File: src/rtl/checksummed_frame_receiver_defines.svh
// ----------------------------------------------------------------------------
// Checksummed frame receiver assertion macros
// Shared concurrent assertion forms, clocked on clk and reset by rst_n.
// ----------------------------------------------------------------------------
`ifndef CHECKSUMMED_FRAME_RECEIVER_DEFINES_SVH
`define CHECKSUMMED_FRAME_RECEIVER_DEFINES_SVH

// Same-cycle implication.
`define CFR_ASSERT_NOW(label, ante, cons, msg) \
  label: assert property (@(posedge clk) disable iff (!rst_n) (ante) |-> (cons)) \
    else $error(msg);

// Next-cycle implication.
`define CFR_ASSERT_NEXT(label, ante, cons, msg) \
  label: assert property (@(posedge clk) disable iff (!rst_n) (ante) |=> (cons)) \
    else $error(msg);

`endif

File: src/rtl/cfr_pkg.sv
// ----------------------------------------------------------------------------
// Checksummed frame receiver package
// Types and constants shared by the front end, the event queue and the back end.
// ----------------------------------------------------------------------------
package cfr_pkg;

  localparam int unsigned BYTE_W = 8;
  localparam int unsigned CFG_IDX_W = 2;

  typedef logic [BYTE_W-1:0] byte_t;
  typedef logic [CFG_IDX_W-1:0] cfg_idx_t;

  // Configuration register indexes.
  localparam cfg_idx_t CFG_HEAD_BYTE = 2'd0;
  localparam cfg_idx_t CFG_KEY_LIMIT = 2'd1;

  // Register reset values.
  localparam byte_t HEAD_BYTE_RST = 8'hA5;
  localparam byte_t KEY_LIMIT_RST = 8'd36;

  typedef enum logic {
    EV_KEY  = 1'b0,
    EV_RESP = 1'b1
  } event_kind_t;

  // One classified frame, as passed from the front end to the back end.
  typedef struct packed {
    event_kind_t kind;
    byte_t       code;
    byte_t       value;
  } cfr_event_t;

  // Request from the front end into the event queue.
  typedef struct packed {
    logic       push;
    cfr_event_t ev;
  } cfr_push_t;

endpackage

File: src/rtl/checksummed_frame_receiver.sv
// A frame's event is written into the event queue, then registered into the result fields, before out_valid rises.
// Throughput: one byte per cycle while the queue has room; the frame check completes
// in the cycle the byte is taken. Input stalls only while the queue is full.
// At most one event per four bytes, buffered in a QUEUE_DEPTH entry queue before the output.
// Reset: head byte 0xA5, key limit 36, window and queue empty; no clearing pass.
// ----------------------------------------------------------------------------
// Checksummed frame receiver
// Deframes a byte stream into checked four-byte frames and reports key events
// and MCU responses.
// ----------------------------------------------------------------------------
module checksummed_frame_receiver #(
  parameter int unsigned QUEUE_DEPTH = 2
) (
  input  logic              clk,
  input  logic              rst_n,
  input  logic              in_valid,
  output logic              in_stall,
  input  cfr_pkg::byte_t    in_rx_byte,
  output logic              out_valid,
  input  logic              out_stall,
  output logic              out_event_kind,
  output cfr_pkg::byte_t    out_key_index,
  output logic              out_key_pressed,
  output cfr_pkg::byte_t    out_resp_code,
  output cfr_pkg::byte_t    out_resp_status,
  input  logic              cfg_valid,
  output logic              cfg_ready,
  input  cfr_pkg::cfg_idx_t cfg_index,
  input  cfr_pkg::byte_t    cfg_data
);
  import cfr_pkg::*;

  cfr_push_t  push_req;
  cfr_event_t q_head;
  logic       q_full;
  logic       q_empty;
  logic       q_pop;

  assign cfg_ready = 1'b1;

  cfr_front u_front (
    .clk        (clk),
    .rst_n      (rst_n),
    .in_valid   (in_valid),
    .in_stall   (in_stall),
    .in_rx_byte (in_rx_byte),
    .cfg_valid  (cfg_valid),
    .cfg_index  (cfg_index),
    .cfg_data   (cfg_data),
    .q_full     (q_full),
    .push_req   (push_req)
  );

  cfr_queue #(
    .DEPTH (QUEUE_DEPTH)
  ) u_queue (
    .clk      (clk),
    .rst_n    (rst_n),
    .push_req (push_req),
    .pop      (q_pop),
    .full     (q_full),
    .empty    (q_empty),
    .head     (q_head)
  );

  cfr_back u_back (
    .clk             (clk),
    .rst_n           (rst_n),
    .q_empty         (q_empty),
    .q_head          (q_head),
    .q_pop           (q_pop),
    .out_valid       (out_valid),
    .out_stall       (out_stall),
    .out_event_kind  (out_event_kind),
    .out_key_index   (out_key_index),
    .out_key_pressed (out_key_pressed),
    .out_resp_code   (out_resp_code),
    .out_resp_status (out_resp_status)
  );

endmodule

File: src/rtl/cfr_front.sv
// ----------------------------------------------------------------------------
// Checksummed frame receiver front end
// Holds the configuration registers and the partial-frame window, checks each
// completed frame and pushes a classified event, or resynchronizes on failure.
// ----------------------------------------------------------------------------
module cfr_front (
  input  logic              clk,
  input  logic              rst_n,
  input  logic              in_valid,
  output logic              in_stall,
  input  cfr_pkg::byte_t    in_rx_byte,
  input  logic              cfg_valid,
  input  cfr_pkg::cfg_idx_t cfg_index,
  input  cfr_pkg::byte_t    cfg_data,
  input  logic              q_full,
  output cfr_pkg::cfr_push_t push_req
);
  import cfr_pkg::*;

  byte_t       head_byte_r;
  byte_t       key_limit_r;
  byte_t       held_r   [3];
  byte_t       held_nxt [3];
  logic [1:0]  held_cnt_r;
  logic [1:0]  held_cnt_nxt;
  logic        accept;
  byte_t       sum;
  logic        frame_ok;
  logic        is_key;

  assign in_stall = q_full;
  assign accept   = in_valid && !in_stall;

  always_ff @(posedge clk) begin
    if (!rst_n) begin
      head_byte_r <= HEAD_BYTE_RST;
      key_limit_r <= KEY_LIMIT_RST;
    end else if (cfg_valid) begin
      case (cfg_index)
        CFG_HEAD_BYTE: head_byte_r <= cfg_data;
        CFG_KEY_LIMIT: key_limit_r <= cfg_data;
        default: ;
      endcase
    end
  end

  assign sum      = held_r[0] + held_r[1] + held_r[2];
  assign frame_ok = (held_r[0] == head_byte_r) && (in_rx_byte == sum);
  assign is_key   = (held_r[1] != '0) && (held_r[1] <= key_limit_r);

  always_comb begin
    held_nxt     = held_r;
    held_cnt_nxt = held_cnt_r;
    push_req     = '0;
    push_req.ev.kind  = is_key ? EV_KEY : EV_RESP;
    push_req.ev.code  = held_r[1];
    push_req.ev.value = held_r[2];
    if (accept) begin
      if (held_cnt_r != 2'd3) begin
        case (held_cnt_r)
          2'd0:    held_nxt[0] = in_rx_byte;
          2'd1:    held_nxt[1] = in_rx_byte;
          default: held_nxt[2] = in_rx_byte;
        endcase
        held_cnt_nxt = held_cnt_r + 2'd1;
      end else if (frame_ok) begin
        push_req.push = 1'b1;
        held_cnt_nxt  = 2'd0;
      end else if (held_r[1] == head_byte_r) begin
        // Resynchronize on the earliest head byte after the first position.
        held_nxt[0]  = held_r[1];
        held_nxt[1]  = held_r[2];
        held_nxt[2]  = in_rx_byte;
        held_cnt_nxt = 2'd3;
      end else if (held_r[2] == head_byte_r) begin
        held_nxt[0]  = held_r[2];
        held_nxt[1]  = in_rx_byte;
        held_cnt_nxt = 2'd2;
      end else if (in_rx_byte == head_byte_r) begin
        held_nxt[0]  = in_rx_byte;
        held_cnt_nxt = 2'd1;
      end else begin
        held_cnt_nxt = 2'd0;
      end
    end
  end

  always_ff @(posedge clk) begin
    if (!rst_n) begin
      held_cnt_r <= 2'd0;
    end else begin
      held_cnt_r <= held_cnt_nxt;
    end
  end

  always_ff @(posedge clk) begin
    held_r <= held_nxt;
  end

endmodule

File: src/rtl/cfr_queue.sv
// ----------------------------------------------------------------------------
// Checksummed frame receiver event queue
// Small circular buffer that decouples the front end from the back end.
// ----------------------------------------------------------------------------
`include "checksummed_frame_receiver_defines.svh"

module cfr_queue #(
  parameter int unsigned DEPTH = 2
) (
  input  logic                clk,
  input  logic                rst_n,
  input  cfr_pkg::cfr_push_t  push_req,
  input  logic                pop,
  output logic                full,
  output logic                empty,
  output cfr_pkg::cfr_event_t head
);
  import cfr_pkg::*;

  localparam int unsigned PTR_W = (DEPTH > 1) ? $clog2(DEPTH) : 1;
  localparam int unsigned CNT_W = $clog2(DEPTH + 1);

  cfr_event_t       slot_r [DEPTH];
  logic [PTR_W-1:0] wr_ptr_r;
  logic [PTR_W-1:0] wr_ptr_nxt;
  logic [PTR_W-1:0] rd_ptr_r;
  logic [PTR_W-1:0] rd_ptr_nxt;
  logic [CNT_W-1:0] count_r;
  logic [CNT_W-1:0] count_nxt;
  logic             push;

  assign push  = push_req.push;
  assign full  = (count_r == CNT_W'(DEPTH));
  assign empty = (count_r == '0);
  assign head  = slot_r[rd_ptr_r];

  always_comb begin
    wr_ptr_nxt = wr_ptr_r;
    rd_ptr_nxt = rd_ptr_r;
    count_nxt  = count_r;
    if (push) begin
      wr_ptr_nxt = (wr_ptr_r == PTR_W'(DEPTH - 1)) ? '0 : wr_ptr_r + PTR_W'(1);
    end
    if (pop) begin
      rd_ptr_nxt = (rd_ptr_r == PTR_W'(DEPTH - 1)) ? '0 : rd_ptr_r + PTR_W'(1);
    end
    if (push && !pop) begin
      count_nxt = count_r + CNT_W'(1);
    end else if (pop && !push) begin
      count_nxt = count_r - CNT_W'(1);
    end
  end

  always_ff @(posedge clk) begin
    if (!rst_n) begin
      wr_ptr_r <= '0;
      rd_ptr_r <= '0;
      count_r  <= '0;
    end else begin
      wr_ptr_r <= wr_ptr_nxt;
      rd_ptr_r <= rd_ptr_nxt;
      count_r  <= count_nxt;
    end
  end

  always_ff @(posedge clk) begin
    if (push) begin
      slot_r[wr_ptr_r] <= push_req.ev;
    end
  end

  `CFR_ASSERT_NOW(a_no_overflow, push, !full, "event pushed into a full queue")
  `CFR_ASSERT_NOW(a_no_underflow, pop, !empty, "event popped from an empty queue")
  `CFR_ASSERT_NEXT(a_count_up, push && !pop, count_r == $past(count_r) + CNT_W'(1),
    "queue count did not follow a push")
  `CFR_ASSERT_NEXT(a_count_down, pop && !push, count_r == $past(count_r) - CNT_W'(1),
    "queue count did not follow a pop")

endmodule

File: src/rtl/cfr_back.sv
// ----------------------------------------------------------------------------
// Checksummed frame receiver back end
// Pops classified events and formats them into the registered result fields.
// ----------------------------------------------------------------------------
module cfr_back (
  input  logic                clk,
  input  logic                rst_n,
  input  logic                q_empty,
  input  cfr_pkg::cfr_event_t q_head,
  output logic                q_pop,
  output logic                out_valid,
  input  logic                out_stall,
  output logic                out_event_kind,
  output cfr_pkg::byte_t      out_key_index,
  output logic                out_key_pressed,
  output cfr_pkg::byte_t      out_resp_code,
  output cfr_pkg::byte_t      out_resp_status
);
  import cfr_pkg::*;

  logic  out_valid_r;
  logic  out_valid_nxt;
  logic  kind_r;
  byte_t key_index_r;
  logic  key_pressed_r;
  byte_t resp_code_r;
  byte_t resp_status_r;

  // The result register reloads from a waiting event whenever it is empty or being taken.
  assign q_pop         = !q_empty && (!out_valid_r || !out_stall);
  assign out_valid_nxt = q_pop || (out_valid_r && out_stall);

  always_ff @(posedge clk) begin
    if (!rst_n) begin
      out_valid_r <= 1'b0;
    end else begin
      out_valid_r <= out_valid_nxt;
    end
  end

  always_ff @(posedge clk) begin
    if (q_pop) begin
      kind_r <= q_head.kind;
      if (q_head.kind == EV_KEY) begin
        key_index_r   <= q_head.code - 8'd1;
        key_pressed_r <= (q_head.value != '0);
        resp_code_r   <= '0;
        resp_status_r <= '0;
      end else begin
        key_index_r   <= '0;
        key_pressed_r <= 1'b0;
        resp_code_r   <= q_head.code;
        resp_status_r <= q_head.value;
      end
    end
  end

  assign out_valid       = out_valid_r;
  assign out_event_kind  = kind_r;
  assign out_key_index   = key_index_r;
  assign out_key_pressed = key_pressed_r;
  assign out_resp_code   = resp_code_r;
  assign out_resp_status = resp_status_r;

endmodule
File: config.mk
export PLATFORM = sky130hd
export DESIGN_NAME = checksummed_frame_receiver
export DESIGN_NICKNAME = d
export VERILOG_FILES = /design/src/rtl/cfr_pkg.sv /design/src/rtl/checksummed_frame_receiver.sv /design/src/rtl/cfr_front.sv /design/src/rtl/cfr_queue.sv /design/src/rtl/cfr_back.sv
export VERILOG_INCLUDE_DIRS = /design/src /design/src/rtl
export SDC_FILE = /design/constraint.sdc
export NUM_CORES = 1
export LEC_CHECK = 0
export ABC_CLOCK_PERIOD_IN_PS = 11700
export BUFFER_PORTS_ARGS = -buffer_cell sky130_fd_sc_hd__clkbuf_2
export CAP_MARGIN = 40
export CORE_ASPECT_RATIO = 1.75
export CORE_MARGIN = 1
export CORE_UTILIZATION = 52
export CTS_CLUSTER_DIAMETER = 30
export DETAILED_ROUTE_END_ITERATION = 10
export HOLD_SLACK_MARGIN = 0.03
export PLACE_DENSITY = 0.75
export SLEW_MARGIN = 20
export SYNTH_ARGS = -nofsm -noshare
export SYNTH_HDL_FRONTEND = slang
export SYNTH_SLANG_ARGS = --single-unit
File: constraint.sdc
create_clock -name clk -period 11.7 [get_ports clk]
set_clock_uncertainty 0.15 [all_clocks]
set_input_delay 1.17 -clock clk [delete_from_list [all_inputs] [get_ports clk]]
set_output_delay 1.17 -clock clk [all_outputs]
set_load 0.03 [all_outputs]
Word-level counts from Yosys, hierarchy flattened
Memories as Yosys holds them, arrays and structs flattened. A register that Yosys moved wholly into a read port is not among the register bits.
Index checks and enable logic that the tools add are counted.
{"block": "totals", "memories": 1, "elab_cells": 95, "in_bits": 23, "reg_bits": 73, "ram_bits": 34}
{"name": "u_queue.slot_r", "depth": 2, "width": 17, "read_ports": 1, "rd_ports_with_merged_regs": 1, "write_ports": 1, "line_no": "cfr_queue.sv:23", "source": "cfr_event_t slot_r [DEPTH];"}
{"block": "classes", "add_sub_neg": 8, "reduce_logical": 30, "muxes": 27, "order_cmp": 1, "eq_ne": 13}
{"op": "8-bit 2-to-1 mux", "n": 7}
{"op": "24-bit 2-to-1 mux", "n": 2}
{"op": "8-bit equality test", "n": 5}
{"op": "8-bit adder", "n": 2}
{"op": "16-bit 2-to-1 mux", "n": 1}
{"op": "8-bit nonzero test", "n": 2}
{"op": "2-bit 2-to-1 mux", "n": 6}
{"op": "4-bit AND reduction", "n": 3}
{"op": "1-bit 2-to-1 mux", "n": 11}
{"op": "2-bit != test (second input constant)", "n": 5}
{"op": "8-bit <= comparator", "n": 1}
{"op": "8-bit by 1-bit subtractor with 8-bit output (second input constant)", "n": 1}
{"op": "1-bit logical AND", "n": 7}
{"op": "1-bit logical NOT", "n": 6}
{"op": "2-bit logical NOT", "n": 3}
{"op": "2-bit by 1-bit adder with 2-bit output (second input constant)", "n": 2}
{"op": "2-bit by 1-bit equality test with 1-bit output (second input constant)", "n": 2}
{"op": "2-bit AND reduction", "n": 2}
{"op": "2-bit nonzero test", "n": 2}
{"op": "4-bit nonzero test", "n": 1}
{"op": "3-bit nonzero test", "n": 1}
{"op": "1-bit adder (second input constant)", "n": 2}
{"op": "2-bit equality test (second input constant)", "n": 1}
{"op": "1-bit logical OR", "n": 2}
{"op": "other kinds (2)", "n": 2}

Logic depth before layout (Yosys ltp)
{"block": "logic_depth", "ltp_word": 11, "mapped_depth": 14, "ltp_nobuf": 14}

Hierarchy
Synthesis repeated with hierarchy kept, for this count alone.
{"block": "hier_totals", "cells_unflattened": 444, "area_unflattened_um2": 5577.8}
{"mod": "cfr_front", "area_each_um2": 3024.2, "n_inst": 1, "seq_area_each_um2": 1081.0, "cells_per_inst": 291}
{"mod": "cfr_queue", "area_each_um2": 1443.9, "n_inst": 1, "seq_area_each_um2": 1121.1, "cells_per_inst": 75}
{"mod": "cfr_back", "area_each_um2": 1098.6, "n_inst": 1, "seq_area_each_um2": 800.8, "cells_per_inst": 76}
{"mod": "checksummed_frame_receiver", "area_each_um2": 11.3, "n_inst": 1, "seq_area_each_um2": 0.0, "cells_per_inst": 2}

Worst setup path after synthesis
OpenSTA, ideal clock, no wires.
{"block": "synth_path", "path_type": "register to register", "from": "register u_front.held_r (netlist bit u_front.push_req[9])", "to": "memory u_queue.slot_r[1][0] in the netlist's numbering, enable pin", "required_ns": 11.175, "setup_slack_ns": 8.039, "synth_period_minus_slack_ns": 3.661, "path_stages_with_launch": 10, "path_buffers": 0, "arrival_ns": 3.136, "setup_time_ns": 0.375, "cell_sequence": "edfxtp_1 > fa_1 > ha_1 > fa_1 > xnor3_1 > nand4_1 > nor3_1 > nand3_1 > nor4_2 > and2_1"}
{"item": "start: declaration", "line_no": "cfr_front.sv:22", "source": "byte_t held_r [3];"}
{"item": "start signal: assignment", "line_no": "cfr_front.sv:97", "source": "held_r <= held_nxt;"}
{"item": "end: declaration", "line_no": "cfr_queue.sv:23"}

==> flow_summary.yaml <==
finish:
  synthToLayoutAreaGrowth_pct: 12.8
  nNetsFinal: 532
  final_cell_mix: "84 x edfxtp_1, 50 x clkbuf_2, 44 x nor2_1, 36 x xnor2_1, 32 x mux2i_1"
  drive_gt1_share_pct: 16.0
  num_antenna_cells: 0
  final_common_cell: "edfxtp_1"
pwr:
  p_comb_share_pct: 33.1
  clock_power_share_pct: 23.5
  switching_share_pct: 34.1
  vdd_ir_drop_max_mv: 0.155
  p_switching_uw: 424
  power_frac_seq_pct: 43.4
  cellPowerDensity_mw_per_mm2: 206
  p_leak_uw: 0.00228
  internal_power_uw: 819
sta:
  final.setup.tns_ps: 0
  rsz0062_at_grt: "no"
  relSlewSlack_pct: 49.8
  fmax_mhz: 243
  finalSetupViolations: 0
  hold_slack_ps: 347
  fin_crit_ps: 4120
  worstMarginPinSlew_ps: 749
  maxSlewViolCount: 0
  hold_viol_final: 0
  fin_crit_sh_pct: 35.2
setup_path:
  r2r_start: "u_front.push_req[9]"
  cp_slowest_stage_delay_ps: 660
  critPathBufInv: 0
  reg2reg_depth: 9
  path_class: "flip-flop to flip-flop"
  ff2ff_setup_slack_ps: 7580
  critical_path.endpoint: "u_queue.slot_r[1][16]"
  cpMaxStageDelayCell: "and2_1"
  end_kind: "flip-flop"
  crit_path_frequent_cell: "fa_1"
  crit_chain: "fa_1 > ha_1 > fa_1 > xnor3_1 > nand4_1 > nor3_1 > nand3_1 > nor4_2 > and2_1"
  cpLargestDelayFamily: "simple AND/OR/NAND/NOR gates"
  critical_path.startpoint: "u_front.push_req[9]"
  setup.worst_path.start_class: "flip-flop"
  arrival_ps: 3940
  cp.depth: 9
  cp.required_ps: 11520
  crit_fanout: 17
  timing.rr.end: "u_queue.slot_r[1][16]"
routing:
  vias_per_cell: 5.65
  wl_um: 10600
  routedWlPerCell_um: 17.3
  dr.first_iter.drc_count: 108
  drcViolationCount: 0
  antenna_left: 0
  drt_pass1_iterations: 4
  vias: 3458
global_routing:
  use_met1_pct: 22.0
  grtUsageMet2_pct: 40.5
  grt_pass1_wl_um: 17300
  antenna_found_initial: 0
  track_usage_pct: 22.0
  grt_max_degree: 19
  busiest_layer: "met2"
  met3_usage_pct: 4.16
  gr-total-overflow: 0
  grt_pass1_vias: 3568
yosys:
  synthCells: 432
  synth-edff-count: 84
  yosysSeqAreaShare_pct: 56.1
  synth_area_mm2: 0.00536
  async_reset_ff_share_pct: 0
  avgSynthCellArea_um2: 12.4
  yosysUniqueCellTypes: 46
  synthesis.nets: 482
  synth_seq_cells: 108
  ys_warn_count: 0
  synth-main-ff-cell: "edfxtp_1"
clock_network:
  cts_buffer_depth: 2
  cts_tree: "built"
  clk_pin_slew_worst_paths_ps: 70
  cts_resized: 0
  cts-htree-levels: 3
  clock_sinks: 108
  insertion_delay_ps: 340
  clock_tree.root_cell: "clkbuf_16"
  numCtsBuffers: 9
  post_cts_buffers: 0
  holdBufCountCts: 0
die:
  die_w_um: 78.7
  start_util_pct: 54.1
  num_rows: 48
  die_h_um: 136
  io_pins: 52
  core_area_mm2: 0.00991
  dieArea_mm2: 0.0107
place:
  port_buffers: 50
  gp_congestion: 0.931
  hpwl_um: 8120
worst_hold_path:
  min-delay-path-class: "flip-flop to flip-flop"
status:
  status: "completed"
job:
  cap_violations: 0
flip-flops by register name, indices dropped and copies added (netlist names), named ones only:
register,count
u_back.out_key_index,8
u_back.out_resp_code,8
u_front.key_limit_r,8
u_front.push_req,16
u_queue.slot_r,34
u_back.out_key_pressed,1
u_front.held_cnt_r,2
u_queue.count_r,2
u_front.head_byte_r,8
u_front.held_r,8
u_queue.wr_ptr_r,1
u_queue.rd_ptr_r,1
u_back.out_event_kind,1
u_back.out_resp_status,8
u_back.out_valid,1
per-layer routing:
layer	up-vias	routed length, um
li1	1658	-
met1	1656	3740
met2	109	5790
met3	35	447
met4	0	617
met5	-	0
cells by family (layout without fill, tap and decap cells):
kind of cell | Yosys count | count (layout) | share of synthesized area [%]
DFF | 108 | 108 | 56.1
AOI/OAI and AO/OA | 52 | 52 | 6.70
other | 1 | 1 | 0.0700
xor gates and xnor gates | 56 | 56 | 9.55
muxes | 39 | 39 | 7.45
and+or+nand+nor | 112 | 112 | 10.0
buffers and inverters | 37 | 92 | 2.69
adders and majority gates | 27 | 27 | 7.43
stage by stage:
step / total power, uW / setup WS, ps / util, % / instance area [um^2] / cells
2_1_floorplan: 847 / 8040 / - / 5360 / 432
3_3_place_gp: 934 / 7660 / 57.6 / 5710 / 591
3_5_place_dp: 959 / 7590 / 58.1 / 5760 / 596
4_1_cts: 1250 / 7570 / 61.0 / 6040 / 612
5_1_grt: 1310 / 7260 / 61.0 / 6040 / 612
6_report: 1240 / 7580 / 61.0 / 6040 / 612
how the worst min path moves through the flow:
stage	startpoint	endpoint	slack, ps	depth (start not counted)
global placement	u_queue.wr_ptr_r	u_queue.wr_ptr_r	330	2
detailed placement	u_front.key_limit_r[7]	u_front.key_limit_r[7]	330	2
finish	u_front.key_limit_r[7]	u_front.key_limit_r[7]	350	2
CTS	u_front.key_limit_r[7]	u_front.key_limit_r[7]	350	2
global route	u_front.key_limit_r[6]	u_front.key_limit_r[6]	380	2
floorplan	u_queue.wr_ptr_r	u_queue.wr_ptr_r	300	2
layout make-up:
cell class,count,area [um^2]
multi-input combinational,287,2210
clock inverter,2,38.8
clock buffer,14,244
tap,125,156
fill,793,3870
inverter,18,67.6
timing repair buffer,58,323
sequential,108,3000
power groups by stage:
stage,sequential (uW),clock (uW),combinational [uW]
final,540,292,412
after global routing,546,310,452
after CTS,541,296,413
after detailed placement,549,0,409
after global placement,556,0,378
after floorplan,611,0,235
synthesized netlist by cell type, types with 2 or more instances:
master / instances / share of area (%)
a21o_1: 2 / 0.28
nor2_1: 44 / 3.1
dfxtp_1: 24 / 9.0
buf_1: 2 / 0.14
a211oi_1: 2 / 0.28
and2_1: 3 / 0.35
fa_1: 8 / 3.0
nor3_1: 6 / 0.56
nor3b_1: 2 / 0.28
a21oi_1: 11 / 1.0
clkbuf_1: 15 / 1.1
mux2_2: 7 / 1.5
and3_1: 3 / 0.35
ha_1: 19 / 4.4
nand2b_1: 2 / 0.23
nand4_1: 7 / 0.82
xor2_1: 18 / 2.9
a22o_1: 17 / 2.8
xnor2_1: 36 / 5.9
nor4_1: 10 / 1.2
o21ai_1: 2 / 0.19
nand3_1: 6 / 0.56
inv_1: 17 / 1.2
o32ai_1: 2 / 0.33
o21a_1: 2 / 0.28
edfxtp_1: 84 / 47
mux2i_1: 32 / 6.0
nand2_1: 21 / 1.5
o21ai_0: 9 / 0.84
nand3b_1: 3 / 0.42
worst reg2reg max path, cell delays in order, from the launching register on:
cell and delay, ps:
edfxtp_1 530, fa_1 510, ha_1 250, fa_1 410, xnor3_1 370, nand4_1 70, nor3_1 140, nand3_1 220
nor4_2 450, and2_1 660
No activity file was read; power rests on OpenSTA's default activity.
